File: config.mk
export PLATFORM = sky130hd
export DESIGN_NAME = http_request_line_parser_unit
export DESIGN_NICKNAME = d
export VERILOG_FILES = /design/src/hw/rtl/http_rlp_pkg.sv /design/src/hw/rtl/http_rlp_step.sv /design/src/hw/rtl/http_request_line_parser_unit.sv
export VERILOG_INCLUDE_DIRS = /design/src /design/src/hw/rtl
export SDC_FILE = /design/constraint.sdc
export NUM_CORES = 1
export LEC_CHECK = 0
export BUFFER_PORTS_ARGS = -buffer_cell sky130_fd_sc_hd__clkbuf_2
export CORE_MARGIN = 2
export CORE_UTILIZATION = 46
export DETAILED_ROUTE_END_ITERATION = 8
export PLACE_DENSITY = 0.61
export REMOVE_ABC_BUFFERS = 1
export SYNTH_ARGS = -nofsm -noshare
export SYNTH_HDL_FRONTEND = slang
export SYNTH_SLANG_ARGS = --single-unit
File: constraint.sdc
create_clock -name clock -period 2.89 [get_ports clock]
set_input_delay 0.1445 -clock clock [delete_from_list [all_inputs] [get_ports clock]]
set_output_delay 0.1445 -clock clock [all_outputs]
set_load 0.02 [all_outputs]
File: src/hw/rtl/http_request_line_parser_unit_macros.svh
// Assertion macros used by the request line parser RTL.
// Each macro takes a label, the clock, the reset, the property terms and a message.
`ifndef HTTP_REQUEST_LINE_PARSER_UNIT_MACROS_SVH
`define HTTP_REQUEST_LINE_PARSER_UNIT_MACROS_SVH

`ifndef ASSERT_OFF

// Plain property that must hold at every edge outside reset
`define HTTP_RLP_ASSERT(lbl, clk, rst, prop, msg) \
   lbl: assert property (@(posedge clk) disable iff (rst) (prop)) else $error(msg);

// Same-cycle implication
`define HTTP_RLP_ASSERT_IMPLY(lbl, clk, rst, ante, cons, msg) \
   lbl: assert property (@(posedge clk) disable iff (rst) (ante) |-> (cons)) else $error(msg);

// Next-cycle implication
`define HTTP_RLP_ASSERT_NEXT(lbl, clk, rst, ante, cons, msg) \
   lbl: assert property (@(posedge clk) disable iff (rst) (ante) |=> (cons)) else $error(msg);

`else

`define HTTP_RLP_ASSERT(lbl, clk, rst, prop, msg)
`define HTTP_RLP_ASSERT_IMPLY(lbl, clk, rst, ante, cons, msg)
`define HTTP_RLP_ASSERT_NEXT(lbl, clk, rst, ante, cons, msg)

`endif

`endif

File: src/hw/rtl/http_rlp_pkg.sv
`timescale 1ns / 1ps
`default_nettype none

package http_rlp_pkg;

   // Parse phases
   typedef enum logic [2:0] {
      PH_METHOD  = 3'd0,
      PH_GAP     = 3'd1,
      PH_URL     = 3'd2,
      PH_VERSION = 3'd3,
      PH_HEADER  = 3'd4,
      PH_OK      = 3'd5,
      PH_BAD     = 3'd6
   } phase_type;

   // URL scan modes
   typedef enum logic [1:0] {
      UM_UNDEC  = 2'd0,
      UM_PREFIX = 2'd1,
      UM_SEEK   = 2'd2,
      UM_PATH   = 2'd3
   } url_mode_type;

   // Header line modes
   typedef enum logic [1:0] {
      HM_NAME  = 2'd0,
      HM_SKIP  = 2'd1,
      HM_VALUE = 2'd2,
      HM_OTHER = 2'd3
   } header_mode_type;

   // Result status codes
   typedef enum logic [1:0] {
      ST_MORE = 2'd0,
      ST_DONE = 2'd1,
      ST_BAD  = 2'd2
   } status_type;

   // Parser state carried from byte to byte
   typedef struct packed {
      phase_type       phase;
      logic [3:0]      match_index;
      logic            token_matching;
      url_mode_type    url_mode;
      header_mode_type header_mode;
      logic            pending_bad;
      logic            carriage_seen;
      logic            line_is_empty;
   } state_type;

   // Marks and verdict for one byte
   typedef struct packed {
      status_type status;
      logic       url_byte;
      logic       host_byte;
      logic       line_end;
   } result_type;

   localparam state_type STATE_RESET = '{
      phase:          PH_METHOD,
      match_index:    4'd0,
      token_matching: 1'b1,
      url_mode:       UM_UNDEC,
      header_mode:    HM_NAME,
      pending_bad:    1'b0,
      carriage_seen:  1'b0,
      line_is_empty:  1'b1
   };

   localparam int DATA_W  = 8;
   localparam int TDATA_W = 16;

endpackage

`default_nettype wire

File: src/hw/rtl/http_rlp_step.sv
`timescale 1ns / 1ps
`default_nettype none

module http_rlp_step (
   input  wire  logic [7:0]              data_byte,
   input  wire  logic                    first_of_message,
   input  wire  http_rlp_pkg::state_type state_cur,
   output http_rlp_pkg::state_type       state_nxt,
   output http_rlp_pkg::result_type      result
);
   import http_rlp_pkg::*;

   localparam logic [7:0] CH_CR    = 8'h0D;
   localparam logic [7:0] CH_LF    = 8'h0A;
   localparam logic [7:0] CH_SP    = 8'h20;
   localparam logic [7:0] CH_TAB   = 8'h09;
   localparam logic [7:0] CH_SLASH = 8'h2F;
   localparam logic [7:0] CH_H     = 8'h68;

   typedef struct packed {
      state_type st;
      logic      ub;
   } url_res_type;

   function automatic logic [7:0] lower_of(input logic [7:0] b);
      logic [7:0] r;
      r = b;
      if (b >= 8'h41 && b <= 8'h5A) r = b + 8'd32;
      return r;
   endfunction

   function automatic logic is_delim(input logic [7:0] b);
      return (b == CH_SP) || (b == CH_TAB);
   endfunction

   function automatic logic [7:0] get_char(input logic [3:0] i);
      logic [7:0] c;
      case (i)
         4'd0:    c = "g";
         4'd1:    c = "e";
         4'd2:    c = "t";
         default: c = 8'h00;
      endcase
      return c;
   endfunction

   function automatic logic [7:0] ver_char(input logic [3:0] i);
      logic [7:0] c;
      case (i)
         4'd0:    c = "h";
         4'd1:    c = "t";
         4'd2:    c = "t";
         4'd3:    c = "p";
         4'd4:    c = "/";
         4'd5:    c = "1";
         4'd6:    c = ".";
         4'd7:    c = "1";
         default: c = 8'h00;
      endcase
      return c;
   endfunction

   function automatic logic [7:0] pfx_char(input logic [3:0] i);
      logic [7:0] c;
      case (i)
         4'd0:    c = "h";
         4'd1:    c = "t";
         4'd2:    c = "t";
         4'd3:    c = "p";
         4'd4:    c = ":";
         4'd5:    c = "/";
         4'd6:    c = "/";
         default: c = 8'h00;
      endcase
      return c;
   endfunction

   function automatic logic [7:0] host_char(input logic [3:0] i);
      logic [7:0] c;
      case (i)
         4'd0:    c = "h";
         4'd1:    c = "o";
         4'd2:    c = "s";
         4'd3:    c = "t";
         4'd4:    c = ":";
         default: c = 8'h00;
      endcase
      return c;
   endfunction

   // Advance a literal token match by one byte, or drop the match
   function automatic state_type token_step(input state_type s, input logic [7:0] b,
                                            input logic [7:0] ch, input logic [3:0] len);
      state_type r;
      r = s;
      if (s.token_matching && s.match_index < len && lower_of(b) == ch)
         r.match_index = s.match_index + 4'd1;
      else
         r.token_matching = 1'b0;
      return r;
   endfunction

   // Classify one non-delimiter URL byte
   function automatic url_res_type url_step(input state_type s, input logic [7:0] b);
      url_res_type r;
      logic [3:0]  inc;
      r.st = s;
      r.ub = 1'b0;
      inc  = s.match_index + 4'd1;
      case (s.url_mode)
         UM_UNDEC: begin
            if (b == CH_SLASH) begin
               r.st.url_mode = UM_PATH;
               r.ub          = 1'b1;
            end else if (lower_of(b) == CH_H) begin
               r.st.url_mode    = UM_PREFIX;
               r.st.match_index = 4'd1;
            end else begin
               r.st.token_matching = 1'b0;
               r.st.url_mode       = UM_SEEK;
            end
         end
         UM_PREFIX: begin
            if (s.match_index < 4'd7 && lower_of(b) == pfx_char(s.match_index)) begin
               r.st.match_index = inc;
               if (inc == 4'd7) r.st.url_mode = UM_SEEK;
            end else begin
               r.st.token_matching = 1'b0;
               r.st.url_mode       = UM_SEEK;
            end
         end
         UM_SEEK: begin
            if (s.token_matching && b == CH_SLASH) begin
               r.st.url_mode = UM_PATH;
               r.ub          = 1'b1;
            end
         end
         default: r.ub = 1'b1;
      endcase
      return r;
   endfunction

   state_type   cur;
   url_res_type ures;
   logic [3:0]  hinc;

   // Work out next state and marks for this byte
   always_comb begin
      cur              = first_of_message ? STATE_RESET : state_cur;
      state_nxt        = cur;
      result.status    = ST_MORE;
      result.url_byte  = 1'b0;
      result.host_byte = 1'b0;
      result.line_end  = 1'b0;
      ures             = '0;
      hinc             = cur.match_index + 4'd1;

      if (cur.phase == PH_OK) begin
         result.status = ST_DONE;
      end else if (cur.phase == PH_BAD) begin
         result.status = ST_BAD;
      end else if (cur.carriage_seen) begin
         state_nxt.carriage_seen = 1'b0;
         if (data_byte != CH_LF) begin
            state_nxt.phase = PH_BAD;
            result.status   = ST_BAD;
         end else if (cur.phase == PH_HEADER) begin
            result.line_end = 1'b1;
            if (cur.line_is_empty) begin
               state_nxt.phase = PH_OK;
               result.status   = ST_DONE;
            end else begin
               state_nxt.header_mode   = HM_NAME;
               state_nxt.match_index   = 4'd0;
               state_nxt.line_is_empty = 1'b1;
            end
         end else begin
            result.line_end = 1'b1;
            if (cur.phase == PH_VERSION && cur.token_matching && cur.match_index == 4'd8 &&
                !cur.pending_bad) begin
               state_nxt.phase         = PH_HEADER;
               state_nxt.header_mode   = HM_NAME;
               state_nxt.match_index   = 4'd0;
               state_nxt.line_is_empty = 1'b1;
            end else begin
               state_nxt.phase = PH_BAD;
               result.status   = ST_BAD;
            end
         end
      end else if (data_byte == CH_CR) begin
         state_nxt.carriage_seen = 1'b1;
      end else if (data_byte == CH_LF) begin
         state_nxt.phase = PH_BAD;
         result.status   = ST_BAD;
      end else begin
         state_nxt.line_is_empty = 1'b0;
         case (cur.phase)
            PH_METHOD: begin
               if (is_delim(data_byte)) begin
                  if (!(cur.token_matching && cur.match_index == 4'd3))
                     state_nxt.pending_bad = 1'b1;
                  state_nxt.phase = PH_GAP;
               end else begin
                  state_nxt = token_step(state_nxt, data_byte,
                                         get_char(cur.match_index), 4'd3);
               end
            end
            PH_GAP: begin
               if (!is_delim(data_byte)) begin
                  state_nxt.phase          = PH_URL;
                  state_nxt.url_mode       = UM_UNDEC;
                  state_nxt.token_matching = 1'b1;
                  state_nxt.match_index    = 4'd0;
                  ures                     = url_step(state_nxt, data_byte);
                  state_nxt                = ures.st;
                  result.url_byte          = ures.ub;
               end
            end
            PH_URL: begin
               if (is_delim(data_byte)) begin
                  if (!(cur.token_matching && cur.url_mode == UM_PATH))
                     state_nxt.pending_bad = 1'b1;
                  state_nxt.phase          = PH_VERSION;
                  state_nxt.match_index    = 4'd0;
                  state_nxt.token_matching = 1'b1;
               end else begin
                  ures            = url_step(state_nxt, data_byte);
                  state_nxt       = ures.st;
                  result.url_byte = ures.ub;
               end
            end
            PH_VERSION: begin
               state_nxt = token_step(state_nxt, data_byte,
                                      ver_char(cur.match_index), 4'd8);
            end
            PH_HEADER: begin
               case (cur.header_mode)
                  HM_NAME: begin
                     if (cur.match_index < 4'd5 &&
                         lower_of(data_byte) == host_char(cur.match_index)) begin
                        state_nxt.match_index = hinc;
                        if (hinc == 4'd5) state_nxt.header_mode = HM_SKIP;
                     end else begin
                        state_nxt.header_mode = HM_OTHER;
                     end
                  end
                  HM_SKIP: begin
                     if (!is_delim(data_byte)) begin
                        state_nxt.header_mode = HM_VALUE;
                        result.host_byte      = 1'b1;
                     end
                  end
                  HM_VALUE: result.host_byte = 1'b1;
                  default:  result.host_byte = 1'b0;
               endcase
            end
            default: begin
               state_nxt.phase = PH_BAD;
               result.status   = ST_BAD;
            end
         endcase
      end
   end

endmodule

`default_nettype wire

File: src/hw/rtl/http_request_line_parser_unit.sv
`timescale 1ns / 1ps
`default_nettype none
// Channel  Dir  Ports                  Contents
// req      in   req_tvalid/tready      tdata[7:0] data_byte, tuser first_of_message
// rsp      out  rsp_tvalid/tready      tdata[7:0] data_out, [9:8] status; tuser url, host;
//                                      tlast line_end
//
// One byte per cycle sustained while rsp is ready; a byte reaches rsp through the input
// register and then the result register. The byte decode and state update sit between
// the two registers and are combinational. Synchronous reset returns the parser to the
// method phase and empties both registers. A stalled rsp holds its result while one more
// byte is taken into the input register; req_tready drops only when both are full.

`include "http_request_line_parser_unit_macros.svh"

module http_request_line_parser_unit (
   input  wire  logic        clock,
   input  wire  logic        reset,
   input  wire  logic        req_tvalid,
   output logic              req_tready,
   input  wire  logic [7:0]  req_tdata,   // [7:0] data_byte
   input  wire  logic        req_tuser,   // [0] first_of_message
   output logic              rsp_tvalid,
   input  wire  logic        rsp_tready,
   output logic [15:0]       rsp_tdata,   // [7:0] data_out, [9:8] status, [15:10] zero
   output logic [1:0]        rsp_tuser,   // [0] url_byte, [1] host_byte
   output logic              rsp_tlast    // line_end
);
   import http_rlp_pkg::*;

   logic        in_valid_ff;
   logic [7:0]  in_byte_ff;
   logic        in_first_ff;
   logic        out_valid_ff;
   logic [7:0]  out_byte_ff;
   result_type  out_res_ff;
   state_type   state_ff;
   state_type   state_in;
   result_type  res_in;
   logic        out_free;
   logic        in_move;

   // Stage handshake
   assign out_free   = !out_valid_ff || rsp_tready;
   assign in_move    = in_valid_ff && out_free;
   assign req_tready = !in_valid_ff || in_move;

   // Input register
   always_ff @(posedge clock) begin
      if (reset) begin
         in_valid_ff <= 1'b0;
      end else if (req_tready) begin
         in_valid_ff <= req_tvalid;
      end
      if (req_tready && req_tvalid) begin
         in_byte_ff  <= req_tdata;
         in_first_ff <= req_tuser;
      end
   end

   http_rlp_step u_step (
      .data_byte        (in_byte_ff),
      .first_of_message (in_first_ff),
      .state_cur        (state_ff),
      .state_nxt        (state_in),
      .result           (res_in)
   );

   // Parser state advances with each byte that moves to the result register
   always_ff @(posedge clock) begin
      if (reset) begin
         state_ff <= STATE_RESET;
      end else if (in_move) begin
         state_ff <= state_in;
      end
   end

   // Result register
   always_ff @(posedge clock) begin
      if (reset) begin
         out_valid_ff <= 1'b0;
      end else if (out_free) begin
         out_valid_ff <= in_valid_ff;
      end
      if (in_move) begin
         out_byte_ff <= in_byte_ff;
         out_res_ff  <= res_in;
      end
   end

   assign rsp_tvalid = out_valid_ff;
   assign rsp_tdata  = {(TDATA_W - DATA_W - 2)'(0), out_res_ff.status, out_byte_ff};
   assign rsp_tuser  = {out_res_ff.host_byte, out_res_ff.url_byte};
   assign rsp_tlast  = out_res_ff.line_end;

   // Checks
   `HTTP_RLP_ASSERT_IMPLY(a_bad_no_marks, clock, reset,
      out_valid_ff && out_res_ff.status == ST_BAD,
      !out_res_ff.url_byte && !out_res_ff.host_byte, "bad verdict carries a mark")
   `HTTP_RLP_ASSERT_NEXT(a_done_sticky, clock, reset,
      in_move && state_ff.phase == PH_OK && !in_first_ff,
      out_res_ff.status == ST_DONE, "complete verdict not repeated")
   `HTTP_RLP_ASSERT_IMPLY(a_cr_live_phase, clock, reset,
      state_ff.carriage_seen, state_ff.phase != PH_OK && state_ff.phase != PH_BAD,
      "pending CR in a finished request")
   `HTTP_RLP_ASSERT_IMPLY(a_ready_when_free, clock, reset,
      !out_valid_ff, req_tready, "input stalled with free result register")

endmodule

`default_nettype wire
==> results of run 1 <==
## registers in the layout, summed over array words and instances, names as in the netlist
signal       count
in_byte_ff       8
state_ff        15
rsp_tvalid       1
rsp_tuser        2
in_first_ff      1
in_valid_ff      1
rsp_tdata        2
out_byte_ff      8
rsp_tlast        1
## cells in the final DEF, fill, tap and decap left out, types with 8 or more instances in the layout
master | netlist | layout
a21oi_1 | 28 | 28
and2_1 | 8 | 8
o21ai_0 | 19 | 19
clkbuf_2 | 0 | 27
buf_4 | 8 | 53
nor3_1 | 24 | 24
nand2_1 | 35 | 35
nor2b_1 | 15 | 15
dfxtp_1 | 17 | 15
nor2_1 | 33 | 33
edfxtp_1 | 22 | 22
nand3_1 | 13 | 13
inv_1 | 12 | 12
## cells in the mapped netlist (6+ instances only)
| library cell | number |
|---|---|
| nand2_1 | 35 |
| nor2_1 | 33 |
| a21oi_1 | 28 |
| nor3_1 | 24 |
| edfxtp_1 | 22 |
| o21ai_0 | 19 |
| clkbuf_1 | 17 |
| dfxtp_1 | 17 |
| nor2b_1 | 15 |
| nand3_1 | 13 |
| inv_1 | 12 |
| buf_2 | 10 |
| and2_1 | 8 |
| buf_4 | 8 |
| nor3b_1 | 7 |
| a211oi_1 | 6 |
| a31oi_1 | 6 |
| nand2b_1 | 6 |
| or4_1 | 6 |
## timing repair
item                       in CTS  in global routing
buffers inserted                0                  9
setup endpoints to repair       0                  6
gates resized for setup         0                  7
hold buffers                    0                  0
## worst max-delay path by stage
stage | from | end | cells after the start
global placement | in_byte_ff[0] | state_ff[10] | 8
CTS | in_byte_ff[0] | state_ff[10] | 8
global route | in_byte_ff[0] | state_ff[10] | 8
finish | in_first_ff | state_ff[6] | 9
floorplan | in_byte_ff[4] | state_ff[7] | 7
detailed placement | in_byte_ff[0] | state_ff[10] | 8
## report_power, final
part           total, mW  internal (mW)  switching (mW)
clock network      0.390          0.168           0.222
registers          0.633          0.610          0.0234
logic              0.251         0.0949           0.156
total               1.27          0.873           0.401
## stage by stage
step | utilization, % | power (mW) | instances | TNS, ns
after global routing | 55.2 | 1.32 | 578 | 0
after CTS | 53.9 | 1.26 | 569 | 0
after global placement | 52.7 | 0.875 | 561 | 0
after detailed placement | 52.7 | 0.876 | 561 | 0
final | 55.2 | 1.27 | 578 | 0
after floorplan | - | 0.779 | 391 | -0.181
## metal layers
| layer | vias up | global-route usage, % | share of wire (%) |
|---|---|---|---|
| li1 | 1709 | - | - |
| met1 | 1722 | 40.7 | 45 |
| met2 | 203 | 40.8 | 45 |
| met3 | 23 | 5.17 | 8.7 |
| met4 | 0 | 10.3 | 1.9 |
| met5 | - | 0 | 0 |
## logic make-up after synthesis
family | share of synthesized area (%)
adders and majority gates | 1.79
and+or+nand+nor | 32.0
muxes | 0.931
DFF | 29.8
xor gates and xnor gates | 1.82
AOI/OAI and AO/OA | 26.5
other | 0.112
buffers and inverters | 7.08
## final cells by class
class | instances | area [um^2] | share of cell area (%)
tap | 99 | 124 | 3.13
sequential | 39 | 1000 | 25.4
clock inverter | 3 | 20.0 | 0.506
inverter | 13 | 48.8 | 1.23
clock buffer | 5 | 68.8 | 1.74
timing repair buffer | 80 | 533 | 13.5
multi-input combinational | 339 | 2160 | 54.6
==> results.cfg, run 1 <==
[layout]
fin_nets = 495
areaGrowthSynthToFinish_pct = 17.8
drive_gt1_share_pct = 22.8
fin_area_um2 = 3960
antenna_cells = 0
final.fill_count = 664

[sta]
whs_ns = 0.0191
final-setup-viol-count = 0
finalMaxSlewViolations = 0
setup_ws_ns = 0.155
rsz0062_at_grt = no
fin_skew_ns = 0.0104
tightest_slew_ns = 0.493
fin_crit_sh_pct = 94.6
max_freq_mhz = 366
fin_crit_ns = 2.73
relSlewSlack_pct = 66.9
final-hold-violation-count = 0

[drt]
ant_nets = 0
drc = 0
vias = 3657
vias_per_cell = 6.33
first_pass_iters = 5
drtIter0Drc = 393
wire_per_inst_um = 18.9
drt_wl_total_mm = 10.9

[status]
outcome = finished clean

[synthesis]
synth.avg_cell_area_um2 = 7.94
synth_top_cell_area_share_pct = 19.7
synth_area_leaders = edfxtp_1 (20%), dfxtp_1 (10%), a21oi_1 (4.2%), nand2_1 (3.9%), nor2_1 (3.7%)
yosysSeqAreaShare_pct = 29.8
async_reset_ff_share_pct = 0
yosysWarningCount = 0
postSynthCellCount = 423
synth-seq-cells = 39
ys_types = 81
syn_area_um2 = 3360
ys.flop_type = edfxtp_1
synth_top_area_cell = edfxtp_1
synth_edf_count = 22

[worst_setup_path]
critPathLaunchType = register
path_delay_family = simple AND/OR/NAND/NOR gates
critPathRequiredTime_ns = 3.06
worstSetupPathType = reg -> reg
cp_cell_sequence = or3b_4 -> nor4_1 -> a221oi_1 -> or4_4 -> nor3_1 -> buf_4 -> a21boi_0 -> o22ai_1 -> a221oi_1
cp_slowest_stage_delay_ns = 0.57
r2r_cells = 9
cp_slowest_cell = or4_4
cp_max_fo = 5
regToRegEndpoint = state_ff[6]
crit_top_cell = a221oi_1
reg2reg_slack_ns = 0.16
reg2reg_from = in_first_ff
crit_buf_inv = 1
crit_arrival_ns = 2.90
critPathCaptureType = register

[place]
hpwl_mm = 8.12
io_buffers = 27
gp_congestion = 1.03
place_ws_ns = 0.0399
placed_area_um2 = 3780

[cts]
clk_transition_reported_paths_ns = 0.09
htreeDepth = 2
clk_latency_ns = 0.30
cts_buffers = 5
ctsLongestPathBuffers = 2
root_buffer = clkbuf_8
clock-sinks = 39
cts_tree = built

[floorplanning]
die-height_um = 89.5
dieWidth_um = 89.5
die_area_um2 = 8000
fp.coreArea_um2 = 7180
num_rows = 31
pin_count = 34
start_util_pct = 46.8

[pwr]
ir_drop_mv = 0.236
power_density_nw_per_um2 = 322
p_leak_nw = 1.52

[global_route]
gr-total-overflow = 0
grt_pass1_wl_mm = 17.1
grt_pass1_vias = 3295
global_route.usage.total_pct = 27.9
antenna_found_initial = 0
grt_max_degree = 22

[min_path]
hold_start = req_tdata[6]
hold_end = in_byte_ff[6]
min_path_cells = 1
hold_path.class = in -> reg

[job]
drv_cap = 0
Note: power is estimated with default switching activity, not from simulation.
==> run 2: changes to the inputs <==
PLACE_DENSITY = 0.67   (was 0.61)
clock period = 3.52 ns   (was 2.89 ns; I/O delays follow)
==> results.cfg, run 2 (same netlist as run 1, synthesis figures left out) <==
[drt]
top_layer_used = met4
wire_per_inst_um = 19.0
ant_nets = 0
m1WireLength_mm = 4.29
vias_per_cell = 6.51
vias = 3520
drtIter0Drc = 453
wl_met3_mm = 1.02
routed-wl-met2_mm = 4.59
drc = 0
first_pass_iters = 6
drt_wl_total_mm = 10.3

[min_path]
hold_path.class = in -> reg

[layout]
fin_area_um2 = 3700
largest_reg_flops = 15
largest_register = state_ff
areaGrowthSynthToFinish_pct = 10.3
layout_commonest_cell = nand2_1
fin_nets = 458
largestRegisters = state_ff: 15 flops, in_byte_ff: 8 flops, out_byte_ff: 8 flops
drive_gt1_share_pct = 14.9
antenna_cells = 0
final_cell_mix = nand2_1 (35), nor2_1 (33), a21oi_1 (28), clkbuf_2 (27), nor3_1 (24)

[sta]
fin_crit_ns = 2.94
relSlewSlack_pct = 50.0
rsz0062_at_grt = no
fin_crit_sh_pct = 83.6
tightest_slew_ns = 0.743
fin_skew_ns = 0.00298
max_freq_mhz = 340
final-hold-violation-count = 0
finalMaxSlewViolations = 0
tns_ns = 0
final-setup-viol-count = 0

[worst_setup_path]
critPathRequiredTime_ns = 3.69
cp_max_fo = 22
worstSetupPathType = reg -> reg
crit_arrival_ns = 3.11
critPathLaunchType = register
critPathCaptureType = register

[pwr]
power_density_nw_per_um2 = 314
p_leak_nw = 1.36
ir_drop_mv = 0.180

[floorplanning]
die_area_um2 = 8000
die-height_um = 89.5
pin_count = 34
dieWidth_um = 89.5
start_util_pct = 46.8
fp.coreArea_um2 = 7180
num_rows = 31

[global_route]
grt_pass1_wl_mm = 16.6
antenna_found_initial = 0
grt_max_degree = 23
global_route.usage.total_pct = 27.1
grt_pass1_vias = 3162
gr-total-overflow = 0

[place]
io_buffers = 27
hpwl_mm = 7.53
gp_congestion = 0.954
placed_area_um2 = 3570

[cts]
cts_buffers = 5
postCtsSetupRepairBufs = 0
cts_tree = built
ctsLongestPathBuffers = 2
cts_resized = 0
root_buffer = clkbuf_8
clk_latency_ns = 0.30
clk_transition_reported_paths_ns = 0.08
hold_buffers = 0
clock-sinks = 39
htreeDepth = 2

[job]
drv_cap = 0

[status]
outcome = finished clean
==> run 2: cell types whose count changed in the layout (fill, tap and decap cells not counted), moves of 2 or more <==
cell	before	now
buf_4	53	16
bufinv_16	0	2
dfxtp_1	15	17
dfxtp_2	2	0
==> run 2: worst max-delay path, stage by stage (launching register included) <==
cell and delay [ns]:
dfxtp_1 0.80, nor3b_1 0.30, a311oi_1 0.08, o32a_1 0.36, or4_4 0.52, nor3_1 0.26, nand2_1 0.15, o22ai_1 0.23
a221oi_1 0.12
==> run 2: final cells by class <==
cell class | count | area (um^2)
timing repair buffer | 43 | 255
tap | 99 | 124
fill | 688 | 3470
sequential | 39 | 1000
inverter | 13 | 48.8
clock inverter | 3 | 67.6
multi-input combinational | 339 | 2140
clock buffer | 5 | 68.8
==> run 2: metrics by stage <==
step | power (mW) | hold slack (ns) | worst slack, ns | cells | util, %
3_3_place_gp | 0.705 | 0.353 | 0.683 | 533 | 49.7
3_5_place_dp | 0.706 | 0.355 | 0.625 | 533 | 49.7
4_1_cts | 1.17 | 0.0358 | 0.619 | 541 | 51.6
2_1_floorplan | 0.640 | 0.245 | 0.452 | 391 | -
6_report | 1.17 | 0.0434 | 0.577 | 541 | 51.6
5_1_grt | 1.21 | 0.0301 | 0.344 | 541 | 51.6
==> run 2: path summary, 6_finish.rpt <==
path	cells past startpoint	from	endpoint	slack (ns)
hold reg to reg	2	state_ff[4]	state_ff[4]	0.50
hold / removal	1	req_tdata[1]	in_byte_ff[1]	0.04
setup reg to reg	8	state_ff[9]	state_ff[6]	0.58
setup / recovery	8	state_ff[9]	state_ff[6]	0.58
==> run 2: layer usage <==
metal  global-route usage (%)  vias up
li1                         -     1622
met5                        0        -
met3                     4.89       43
met4                     11.0        0
met1                     38.3     1643
met2                     40.7      212
==> run 2: report_power, final <==
part	switching, mW	internal (mW)
Clock	0.181	0.283
Sequential	0.0326	0.501
Combinational	0.106	0.0610
Total	0.320	0.845
==> run 3: changes to the inputs <==
clock period = 3.1 ns   (was 3.52 ns; I/O delays follow)
==> results.cfg, run 3 (same netlist as run 1, synthesis figures left out) <==
[floorplanning]
num_rows = 31
die_area_um2 = 8000
die-height_um = 89.5
fp.coreArea_um2 = 7180
pin_count = 34
dieWidth_um = 89.5
start_util_pct = 46.8

[global_route]
grt_use_met2_pct = 41.9
global_route.usage.total_pct = 27.5
gr-total-overflow = 0
busiest_layer = met2
grt_max_degree = 23
antenna_found_initial = 0
grt_pass1_vias = 3282
grt_pass1_wl_mm = 16.9
met1_usage_pct = 38.7
grt_use_met3_pct = 4.34

[sta]
tightest_slew_ns = 0.824
relSlewSlack_pct = 44.6
finalMaxSlewViolations = 0
fin_skew_ns = 0.00712
max_freq_mhz = 348
fin_crit_sh_pct = 92.7
rsz0062_at_grt = no
fin_crit_ns = 2.87
final-hold-violation-count = 0
final-setup-viol-count = 0
tns_ns = 0

[layout]
antenna_cells = 0
largestRegisters = state_ff: 15 flops, in_byte_ff: 8 flops, out_byte_ff: 8 flops
utilization_pct = 52.8
areaGrowthSynthToFinish_pct = 12.8
largest_reg_flops = 15
final_cell_mix = nand2_1 (35), nor2_1 (33), buf_4 (33), a21oi_1 (28), clkbuf_2 (27)
largest_register = state_ff
layout_commonest_cell = nand2_1
fin_nets = 475
drive_gt1_share_pct = 18.5

[worst_setup_path]
r2r_cells = 10
critPathCaptureType = register
critPathRequiredTime_ns = 3.27
critPathLaunch = state_ff[10]
critPathLaunchType = register
worstSetupPathType = reg -> reg
path_depth = 10
path_delay_family = simple AND/OR/NAND/NOR gates
cp_slowest_cell = or4_4
reg2reg_from = state_ff[10]
cp_slowest_stage_delay_ns = 0.57
regToRegEndpoint = state_ff[6]
crit_arrival_ns = 3.04
reg2reg_slack_ns = 0.23
crit_buf_inv = 2
crit_end = state_ff[6]
cp_max_fo = 7
cp_cell_sequence = buf_4 -> or3b_4 -> nor4_1 -> a221oi_1 -> or4_4 -> nor3_2 -> buf_4 -> nand2_1 -> o22ai_1 -> a221oi_1

[cts]
clock-sinks = 39
root_buffer = clkbuf_8
ctsLongestPathBuffers = 2
cts_tree = built
cts_buffers = 5
clk_latency_ns = 0.30
htreeDepth = 2
hold_buffers = 0
clk_transition_reported_paths_ns = 0.09

[drt]
ant_nets = 0
vias_per_cell = 6.40
drc = 0
drtIter0Drc = 358
wire_per_inst_um = 19.0
first_pass_iters = 4
drt_wl_total_mm = 10.6
vias = 3571

[place]
io_buffers = 27
hpwl_mm = 7.98
gp_congestion = 0.999

[min_path]
hold_path.class = in -> reg
min_path_cells = 1

[pwr]
power_density_nw_per_um2 = 309
p_leak_nw = 1.42
ir_drop_mv = 0.180

[job]
drv_cap = 0

[status]
outcome = finished clean
-- run 3: area by class of cell --
class	count	area, um^2
sequential	39	1000
tap	99	124
timing repair buffer	60	383
multi-input combinational	339	2140
fill	708	3380
clock inverter	3	20.0
inverter	13	48.8
clock buffer	5	68.8
-- run 3: through the flow --
| step | cell area (um^2) | hold slack (ns) | setup slack (ns) | instances | total power [mW] |
|---|---|---|---|---|---|
| after CTS | 3750 | 0.0119 | 0.0346 | 554 | 1.17 |
| after detailed placement | 3670 | 0.334 | 0.0601 | 546 | 0.808 |
| final | 3790 | 0.0169 | 0.227 | 558 | 1.17 |
| after global routing | 3790 | 0.00909 | 0.0892 | 558 | 1.22 |
| after global placement | 3670 | 0.332 | 0.139 | 546 | 0.806 |
| after floorplan | 3190 | 0.224 | 0.0320 | 391 | 0.726 |
-- run 3: report_power, final --
group	total [mW]	internal [mW]	switching [mW]
clock network	0.366	0.157	0.209
registers	0.593	0.569	0.0247
logic	0.212	0.0782	0.134
total	1.17	0.804	0.367
-- run 3: repair_timing --
item | in CTS | in global routing
setup buffers | 0 | 4
endpoints found under the setup margin | 0 | 4
resized for setup | 0 | 2
-- run 3: how the worst min path moves through the flow --
stage / from / end / slack [ns]
floorplan: reset / state_ff[11] / 0.22
global placement: req_tdata[2] / in_byte_ff[2] / 0.33
detailed placement: req_tdata[3] / in_byte_ff[3] / 0.33
CTS: req_tdata[3] / in_byte_ff[3] / 0.01
global route: req_tdata[5] / in_byte_ff[5] / 0.009
finish: req_tdata[7] / in_byte_ff[7] / 0.02
-- run 3: per-layer routing --
layer,wire (um),vias to the layer above
li1,-,1658
met1,4660,1691
met2,4730,193
met3,877,29
met4,343,0
met5,0,-
